$ cat config.mk
export PLATFORM = sky130hd
export DESIGN_NAME = url_percent_decoder_core
export DESIGN_NICKNAME = d
export VERILOG_FILES = /design/src/hw/rtl/pud_pkg.sv /design/src/hw/rtl/pud_decode.sv /design/src/hw/rtl/url_percent_decoder_core.sv
export SDC_FILE = /design/constraint.sdc
export NUM_CORES = 1
export LEC_CHECK = 0
export BUFFER_PORTS_ARGS = -buffer_cell sky130_fd_sc_hd__buf_2
export CAP_MARGIN = 20
export CORE_MARGIN = 2
export CORE_UTILIZATION = 49
export CTS_CLUSTER_DIAMETER = 40
export CTS_CLUSTER_SIZE = 16
export DETAILED_ROUTE_END_ITERATION = 10
export MAX_ROUTING_LAYER = met4
export PLACE_DENSITY_LB_ADDON = 0.2
export SLEW_MARGIN = 20
export SYNTH_ARGS = -nofsm -noshare
export SYNTH_HDL_FRONTEND = slang
export SYNTH_SLANG_ARGS = --single-unit
$ cat constraint.sdc
create_clock -name clock -period 2.29 [get_ports clock]
set_input_delay 0.229 -clock clock [delete_from_list [all_inputs] [get_ports clock]]
set_output_delay 0.229 -clock clock [all_outputs]
set_load 0.01 [all_outputs]
$ cat src/hw/rtl/pud_pkg.sv
// Shared types, codes and the hex digit lookup for the percent decoder.
package pud_pkg;

   localparam int unsigned BYTE_W  = 8;
   localparam int unsigned PHASE_W = 2;
   localparam int unsigned DIGIT_W = 5;

   localparam logic [PHASE_W-1:0] PHASE_PLAIN = 2'd0;
   localparam logic [PHASE_W-1:0] PHASE_HIGH  = 2'd1;
   localparam logic [PHASE_W-1:0] PHASE_LOW   = 2'd2;
   localparam logic [PHASE_W-1:0] PHASE_SPARE = 2'd3;

   localparam logic [BYTE_W-1:0] CHAR_PERCENT = 8'h25;
   localparam logic [BYTE_W-1:0] CHAR_PLUS    = 8'h2B;
   localparam logic [BYTE_W-1:0] CHAR_SPACE   = 8'h20;
   localparam logic [BYTE_W-1:0] CHAR_ZERO    = 8'h30;
   localparam logic [BYTE_W-1:0] CHAR_NINE    = 8'h39;
   localparam logic [BYTE_W-1:0] CHAR_UPPER_A = 8'h41;
   localparam logic [BYTE_W-1:0] CHAR_UPPER_F = 8'h46;
   localparam logic [BYTE_W-1:0] CHAR_NUL     = 8'h00;

   localparam logic [DIGIT_W-1:0] DIGIT_NUL   = 5'd16;
   localparam logic [DIGIT_W-1:0] DIGIT_TEN   = 5'd10;

   // Outcome of one decode step: result fields plus the next state.
   typedef struct packed {
      logic                 has_result;
      logic [BYTE_W-1:0]    out_byte;
      logic                 byte_present;
      logic                 out_last;
      logic [PHASE_W-1:0]   phase;
      logic [DIGIT_W-1:0]   high_digit;
   } step_type;

   // Uppercase hex digit value; NUL maps to 16, anything else to 0.
   function automatic logic [DIGIT_W-1:0] digit_value(input logic [BYTE_W-1:0] b);
      logic [BYTE_W-1:0] diff;
      diff = '0;
      if (b >= CHAR_ZERO && b <= CHAR_NINE) begin
         diff = b - CHAR_ZERO;
         return diff[DIGIT_W-1:0];
      end else if (b >= CHAR_UPPER_A && b <= CHAR_UPPER_F) begin
         diff = b - CHAR_UPPER_A;
         return diff[DIGIT_W-1:0] + DIGIT_TEN;
      end else if (b == CHAR_NUL) begin
         return DIGIT_NUL;
      end
      return '0;
   endfunction

endpackage

$ cat src/hw/rtl/pud_decode.sv
// Combinational decode step: current escape state and one byte in, result and next state out.
module pud_decode (
   input  logic [1:0]         phase_i,
   input  logic [4:0]         high_digit_i,
   input  logic [7:0]         byte_i,
   input  logic               last_i,
   output pud_pkg::step_type  step_o
);
   import pud_pkg::*;

   logic [DIGIT_W-1:0] digit;
   logic [BYTE_W-1:0]  joined;

   assign digit  = digit_value(byte_i);
   assign joined = {high_digit_i[3:0], 4'b0000} | {{(BYTE_W-DIGIT_W){1'b0}}, digit};

   always_comb begin
      step_o              = '0;
      step_o.phase        = PHASE_PLAIN;
      step_o.high_digit   = high_digit_i;
      unique case (phase_i)
         PHASE_HIGH: begin
            step_o.high_digit = digit;
            if (last_i) begin
               // drop the partial escape, still close the string
               step_o.has_result = 1'b1;
               step_o.out_last   = 1'b1;
            end else begin
               step_o.phase = PHASE_LOW;
            end
         end
         PHASE_LOW: begin
            step_o.has_result   = 1'b1;
            step_o.out_byte     = joined;
            step_o.byte_present = 1'b1;
            step_o.out_last     = last_i;
         end
         PHASE_PLAIN, PHASE_SPARE: begin
            if (byte_i == CHAR_PERCENT) begin
               if (last_i) begin
                  step_o.has_result = 1'b1;
                  step_o.out_last   = 1'b1;
               end else begin
                  step_o.phase = PHASE_HIGH;
               end
            end else begin
               step_o.has_result   = 1'b1;
               step_o.out_byte     = (byte_i == CHAR_PLUS) ? CHAR_SPACE : byte_i;
               step_o.byte_present = 1'b1;
               step_o.out_last     = last_i;
            end
         end
         default: begin
            step_o = '0;
         end
      endcase
   end

endmodule

$ cat src/hw/rtl/url_percent_decoder_core.sv
// Top level of the URL percent decoder: input register, decode step and result register.
//
// Usage:
//   req channel: one encoded byte per transfer (req_in_byte) with req_in_last on the
//   final byte of a string. rsp channel: zero or one decoded result per input byte;
//   rsp_byte_present says whether rsp_out_byte carries data, rsp_out_last closes the
//   string. A '%' and the first hex digit after it give no result unless last.
//   A taken transfer lands in the input register; its result, if any, is registered as the
//   byte leaves that register and is shown from then on. Throughput: one byte per cycle
//   unless a stalled result holds it, set by the single decode step between the registers.
//   The escape state (phase, high digit) advances when a byte leaves the input
//   register. While rsp_stall holds a waiting result, the input register still takes
//   one more byte; a byte that makes no result moves on regardless. req_stall rises
//   only when both registers are occupied and the held byte needs the output.
//   Reset (synchronous, active high) empties both registers and returns the decoder
//   to plain-byte phase.
module url_percent_decoder_core (
   input  logic       clock,
   input  logic       reset,
   input  logic       req_valid,
   output logic       req_stall,
   input  logic [7:0] req_in_byte,
   input  logic       req_in_last,
   output logic       rsp_valid,
   input  logic       rsp_stall,
   output logic [7:0] rsp_out_byte,
   output logic       rsp_byte_present,
   output logic       rsp_out_last
);
   import pud_pkg::*;

   logic                 s1_valid_ff, s1_valid_in;
   logic [BYTE_W-1:0]    s1_byte_ff;
   logic                 s1_last_ff;
   logic [PHASE_W-1:0]   phase_ff, phase_in;
   logic [DIGIT_W-1:0]   high_digit_ff, high_digit_in;
   logic                 rsp_valid_ff, rsp_valid_in;
   logic [BYTE_W-1:0]    rsp_byte_ff;
   logic                 rsp_present_ff;
   logic                 rsp_last_ff;
   step_type             step;
   logic                 out_free;
   logic                 s1_advance;
   logic                 req_take;

   pud_decode u_decode (
      .phase_i      (phase_ff),
      .high_digit_i (high_digit_ff),
      .byte_i       (s1_byte_ff),
      .last_i       (s1_last_ff),
      .step_o       (step)
   );

   assign out_free   = !rsp_valid_ff || !rsp_stall;
   // a byte with no result never waits for the output
   assign s1_advance = s1_valid_ff && (!step.has_result || out_free);
   assign req_stall  = s1_valid_ff && !s1_advance;
   assign req_take   = req_valid && !req_stall;

   always_comb begin
      s1_valid_in   = req_take || (s1_valid_ff && !s1_advance);
      phase_in      = s1_advance ? step.phase      : phase_ff;
      high_digit_in = s1_advance ? step.high_digit : high_digit_ff;
      rsp_valid_in  = (s1_advance && step.has_result) || (rsp_valid_ff && rsp_stall);
   end

   always_ff @(posedge clock) begin
      if (reset) begin
         s1_valid_ff   <= 1'b0;
         rsp_valid_ff  <= 1'b0;
         phase_ff      <= PHASE_PLAIN;
         high_digit_ff <= '0;
      end else begin
         s1_valid_ff   <= s1_valid_in;
         rsp_valid_ff  <= rsp_valid_in;
         phase_ff      <= phase_in;
         high_digit_ff <= high_digit_in;
      end
   end

   always_ff @(posedge clock) begin
      if (req_take) begin
         s1_byte_ff <= req_in_byte;
         s1_last_ff <= req_in_last;
      end
      if (s1_advance && step.has_result) begin
         rsp_byte_ff    <= step.out_byte;
         rsp_present_ff <= step.byte_present;
         rsp_last_ff    <= step.out_last;
      end
   end

   assign rsp_valid        = rsp_valid_ff;
   assign rsp_out_byte     = rsp_byte_ff;
   assign rsp_byte_present = rsp_present_ff;
   assign rsp_out_last     = rsp_last_ff;

`ifndef SYNTHESIS
   a_phase_legal: assert property (@(posedge clock) disable iff (reset)
      phase_ff != PHASE_SPARE)
      else $error("decoder phase reached unused code");

   a_stall_needs_byte: assert property (@(posedge clock) disable iff (reset)
      req_stall |-> (s1_valid_ff && rsp_valid_ff && rsp_stall))
      else $error("input stalled without a blocked result");

   a_result_lands: assert property (@(posedge clock) disable iff (reset)
      (s1_advance && step.has_result) |=> rsp_valid_ff)
      else $error("decoded result lost");

   a_empty_is_last: assert property (@(posedge clock) disable iff (reset)
      (rsp_valid_ff && !rsp_present_ff) |-> rsp_last_ff)
      else $error("result without byte not marked last");

   a_last_resets_phase: assert property (@(posedge clock) disable iff (reset)
      (s1_advance && s1_last_ff) |=> (phase_ff == PHASE_PLAIN))
      else $error("phase not plain after end of string");
`endif

endmodule

== Word-level counts from Yosys, hierarchy flattened ==
Cells that the tools add are included.
Cells by class
  mux-type cells: 19
  multipliers: 0
  magnitude comparators: 4
  divide/modulo/power cells: 0
  bitwise logic cells: 1
  shift operators: 0
  add/subtract/negate cells: 3
  equal/unequal tests: 5
  reductions and logical operators: 20
Operator list (count)
  two-way mux 5 bit: 4
  case mux 9 bit (2 select lines): 1
  == test 8 x 6 -> 1 bit (second input constant): 2
  two-way mux 9 bit: 1
  >= comparator 8 x 6 -> 1 bit (second input constant): 1
  >= comparator 8 x 7 -> 1 bit (second input constant): 1
  less-or-equal comparator 8 x 6 -> 1 bit (second input constant): 1
  less-or-equal comparator 8 x 7 -> 1 bit (second input constant): 1
  zero test 8 bit: 1
  two-way mux 1 bit: 8
  two-way mux 8 bit: 1
  bitwise OR 8 x 5 -> 8 bit: 1
  logical AND 1 bit: 7
  case mux 1 bit (3 select lines): 2
  adder 5 x 4 -> 5 bit (second input constant): 1
  zero test 1 bit: 5
  subtractor 5 x 1 -> 5 bit (second input constant): 1
  subtractor 5 bit (second input constant): 1
  == test 2 bit (second input constant): 2
  logical OR 1 bit: 4
  case mux 2 bit (2 select lines): 1
  == test 2 x 1 -> 1 bit (second input constant): 1
  zero test 2 bit: 1
  two-way mux 2 bit: 1
  2 further kinds: 2
Storage, ports and cells
  logic and storage cells: 61
  memory bits (writable): 0
  bits in latches: 0
  flip-flop bits (word level): 27
  ROM bits: 0
  input port bits: 13
  output and inout port bits: 12
  memories kept: 0

== Depth between registers and ports, before layout ==
  word-level depth: 11
  mapped depth: 8
  gate-level depth less buffers: 7

== Hierarchy ==
Synthesis repeated with hierarchy kept, for this count alone.
Unflattened totals
  cell total of the unflattened synthesis: 145
  area, all modules: 1541.5 µm²
Modules (own cells, without submodules)
  url_percent_decoder_core: cells an instance 60, area an instance 978.4 µm², sequential area each 750.7 µm², instances 1
  pud_decode: cells an instance 85, area an instance 563.0 µm², sequential area each 0.0 µm², instances 1

== Worst setup path before layout ==
Ideal clock, no wire load.
  kind: reg2reg
  from: reg s1_byte_ff[6]
  to: reg s1_byte_ff[0] (enable)
  data required time: 1.915 ns
  period minus slack after synthesis: 2.455 ns
  setup time: 0.375 ns
  path slack: -0.165 ns
  data arrival time: 2.079 ns
  path buffers: 0
  stages on the path, launching flop included: 6
  path through: edfxtp_1 -> or3b_4 -> o32a_4 -> o21ai_0 -> nor2_1 -> nor2b_1
On the way
  word-level cells in the longest chain between the ends: 10
Ends and longest elaborated chain
  start: declaration: line url_percent_decoder_core.sv:33  | logic [BYTE_W-1:0] s1_byte_ff;
  start signal: assignment: line url_percent_decoder_core.sv:83  | s1_byte_ff <= req_in_byte;
  == test 8 x 6 -> 1 bit: line pud_decode.sv:39  | if (byte_i == CHAR_PERCENT) begin
  two-way mux 1 bit: line pud_decode.sv:39
  case mux 1 bit (3 select lines): line pud_decode.sv:21  | unique case (phase_i)
  zero test 1 bit: line url_percent_decoder_core.sv:56  | assign s1_advance = s1_valid_ff && (!step.has_result || out_free);
  logical OR 1 bit: line url_percent_decoder_core.sv:56
  logical AND 1 bit: line url_percent_decoder_core.sv:56
  zero test 1 bit: line url_percent_decoder_core.sv:57  | assign req_stall = s1_valid_ff && !s1_advance;
  logical AND 1 bit: line url_percent_decoder_core.sv:57
  named net req_stall: line url_percent_decoder_core.sv:21  | output logic req_stall,
  zero test 1 bit: line url_percent_decoder_core.sv:58  | assign req_take = req_valid && !req_stall;
  logical AND 1 bit: line url_percent_decoder_core.sv:58
  named net req_take: line url_percent_decoder_core.sv:44  | logic req_take;
The timed path passes the listed nets, and every way through them passes these cells.
A chain may end at the register's enable or synchronous reset.

== Final worst setup path ==
  from: reg s1_byte_ff[1]
  to: out req_stall
On the way
  word-level cells in the longest chain between the ends: 8
Ends and longest elaborated chain (line)
  == test 8 x 6 -> 1 bit: pud_decode.sv:39
  two-way mux 1 bit: pud_decode.sv:39
  case mux 1 bit (3 select lines): pud_decode.sv:21
  zero test 1 bit: url_percent_decoder_core.sv:56
  logical OR 1 bit: url_percent_decoder_core.sv:56
  logical AND 1 bit: url_percent_decoder_core.sv:56
  zero test 1 bit: url_percent_decoder_core.sv:57
  logical AND 1 bit: url_percent_decoder_core.sv:57
  end: declaration: url_percent_decoder_core.sv:21
No other way between the ends.

==> impl_metrics.yaml <==
yosys:
  synth_ff_type: "edfxtp_1"
  synth_compound_area_share_pct: 15.9
  synth_xor_area_share_pct: 0
  synthTopCellsByCount: "edfxtp_1, nor2_1, dfxtp_1, ha_1, inv_1"
  synth_top_area_cell: "edfxtp_1"
  yosys_warnings: 0
  synthAdderAreaFrac_pct: 7.30
  synthMuxAreaShare_pct: 4.56
  async_flop_share_pct: 0
  synth.distinct_cells: 35
  synth_top_family_by_area: "simple AND/OR/NAND/NOR gates"
  synth-edff-count: 19
  synthesis.instances: 120
  synth_seq_area_share_pct: 53.3
  synth_area_um2: 1370
  synth_seq_cells: 27
  yosys.area_share.simple_pct: 16.0
  syn-num-nets: 141
  synth.top_cell.area_share_pct: 41.6
  synthTopCellsByArea: "edfxtp_1, dfxtp_1, ha_1"
  synth.avg_cell_area_um2: 11.4
  synth.most_common_cell: "edfxtp_1"
die:
  rows: 19
  ios: 25
  coreArea_um2: 2710
  dieArea_um2: 3240
  fp.dieH_um: 56.9
  initial_core_util_pct: 50.6
  die_w_um: 56.9
clock_tree:
  cts_sinks: 27
  tritoncts: "done"
  cts_buffer_depth: 2
  clock_latency_ns: 0.33
  h-tree-depth: 1
  clk_pin_slew_ns: 0.14
  cts_root_buf: "clkbuf_4"
  cts_made_buffers: 3
timing:
  grt_setup_unrepaired: "true"
  finalMaxSlewViolations: 0
  setup_viol: 0
  finClkSkew_ns: 0.00434
  slew_headroom_pct: 61.2
  min_period_over_period_pct: 97.2
  tightest_slew_ns: 0.581
  hold_violations: 0
  fmax_ghz: 0.449
  period_minus_slack_ns: 2.23
pwr:
  switching_share_pct: 23.2
  intPower_w: 0.000667
  p_seq_share_pct: 63.8
  powerDensity_nw_per_um2: 505
  ir_worst_vdd_mv: 0.352
  pwr-share-comb_pct: 12.6
  p_clk_share_pct: 23.6
  switchingPower_w: 0.000201
  p_leak_nw: 0.691
  power_w: 0.000869
route:
  drt-initial-drc-count: 31
  viasPerCell: 5.41
  dr.pass1.iters: 4
  routed_wirelength_mm: 2.81
  wl_per_cell_um: 14.5
  vias: 1050
  ant_nets: 0
  drc_errors: 0
placement:
  placed_cell_area_um2: 1660
  place_congestion: 0.884
  dp_hpwl_mm: 2.17
  portBuffers: 24
worst_setup_path:
  cp.arrival_ns: 2.00
  end_kind: "primary output"
  critPathKind: "register to primary output"
  rrSetupSlack_ns: 0.16
  critPathMaxFanout: 3
  start_kind: "register"
  crit_required_ns: 2.06
global_route:
  grt_pass1_wl_mm: 4.60
  antenna_found_initial: 0
  grt_pass1_vias: 1005
  grt_max_degree: 15
  grt_overflow: 0
  groute.usage.overall_pct: 19.4
layout:
  syn2layout_area_growth_pct: 25.5
  drive_gt1_share_pct: 39.3
  insertedDiodeCount: 0
  nets: 185
  design_area_um2: 1720
job:
  maxCapViolCount: 0
hold_path:
  hp-class: "input pin to register"
outcome:
  status: "complete, no violations"
## final cells by class
class / count / area, um2
Sequential cell: 27 / 732
Fill cell: 230 / 990
Timing Repair Buffer: 42 / 268
Multi-Input combinational cell: 82 / 626
Inverter: 8 / 30.0
Clock buffer: 4 / 26.3
Tap cell: 31 / 38.8
## registers in the layout, indices dropped and copies added (netlist names)
register	cells
high_digit_ff	4
phase_ff	2
rsp_byte_present	1
rsp_out_byte	8
rsp_out_last	1
rsp_valid	1
s1_byte_ff	8
s1_last_ff	1
s1_valid_ff	1
## power by group through the flow
stage                     logic (W)  clock network (W)  registers (W)
after floorplan           0.0000436                  0       0.000573
after CTS                  0.000105           0.000214       0.000554
after global routing       0.000120           0.000228       0.000557
after global placement     0.000103                  0       0.000564
final                      0.000109           0.000205       0.000554
after detailed placement   0.000104                  0       0.000565
## stage by stage
stage	setup slack (ns)	utilization, %	setup TNS [ns]	std cells	hold slack, ns
2_1_floorplan	0.0126	-	0	120	0.328
3_3_place_gp	0.0272	61.3	0	189	0.406
3_5_place_dp	-0.0140	61.3	-0.140	189	0.407
4_1_cts	-0.00872	62.4	-0.0826	193	0.0538
5_1_grt	-0.0526	63.5	-0.0526	194	0.0434
6_report	0.0634	63.5	0	194	0.0629
## critical path, stage by stage (launching register included)
cell and delay (ns):
edfxtp_1 0.43, inv_2 0.09, ha_2 0.20, nand4bb_2 0.15, o32a_4 0.34, o21ai_2 0.15
buf_4 0.14, nor2_2 0.04, buf_2 0.14
## timing repair
item,CTS,global route
hold buffers,0,0
pin swaps,0,1
setup endpoints to repair,12,24
resized for setup,2,9
setup buffers,0,1
## worst paths after layout
kind             startpoint          endpoint  cells past startpoint
min          req_in_byte[1]     s1_byte_ff[1]                      1
max reg2reg   s1_byte_ff[1]  high_digit_ff[0]                      8
min reg2reg     phase_ff[1]       phase_ff[1]                      2
max           s1_byte_ff[1]         req_stall                      8
## metal layers
metal  vias up  wire, um  global-route usage [%]  share of wire [%]
li1        527         -                       -                  -
met1       489      1190                    22.8                 42
met2        29      1430                    33.7                 51
met3         5       132                    2.30                4.7
met4         0        53                    7.97                1.9
met5         -         0                       -                  0
## logic make-up after synthesis
kind of cell,count (synthesis)
AND/OR/NAND/NOR,40
AO/OA/AOI/OAI,28
flip-flops,27
buffers and inverters,11
adder cells (fa/ha/maj),8
multiplexers,6
## cell usage in the layout, fill, tap and decap left out, types with 2 or more instances in the layout
master    Yosys  layout
a211oi_1      2       2
mux2i_1       4       4
inv_1         8       6
ha_1          8       7
mux2_2        2       2
nor4_1        2       2
edfxtp_1     19      19
nand2_1       5       5
nor2_1       17      16
clkbuf_4      0       3
buf_4         0      17
nand3_1       3       3
buf_2         0      24
nand2b_1      3       3
a22oi_1       6       5
inv_2         0       2
dfxtp_1       8       7
a21oi_1       7       6
o21ai_0       3       2
(Power assumes the default switching activity.)
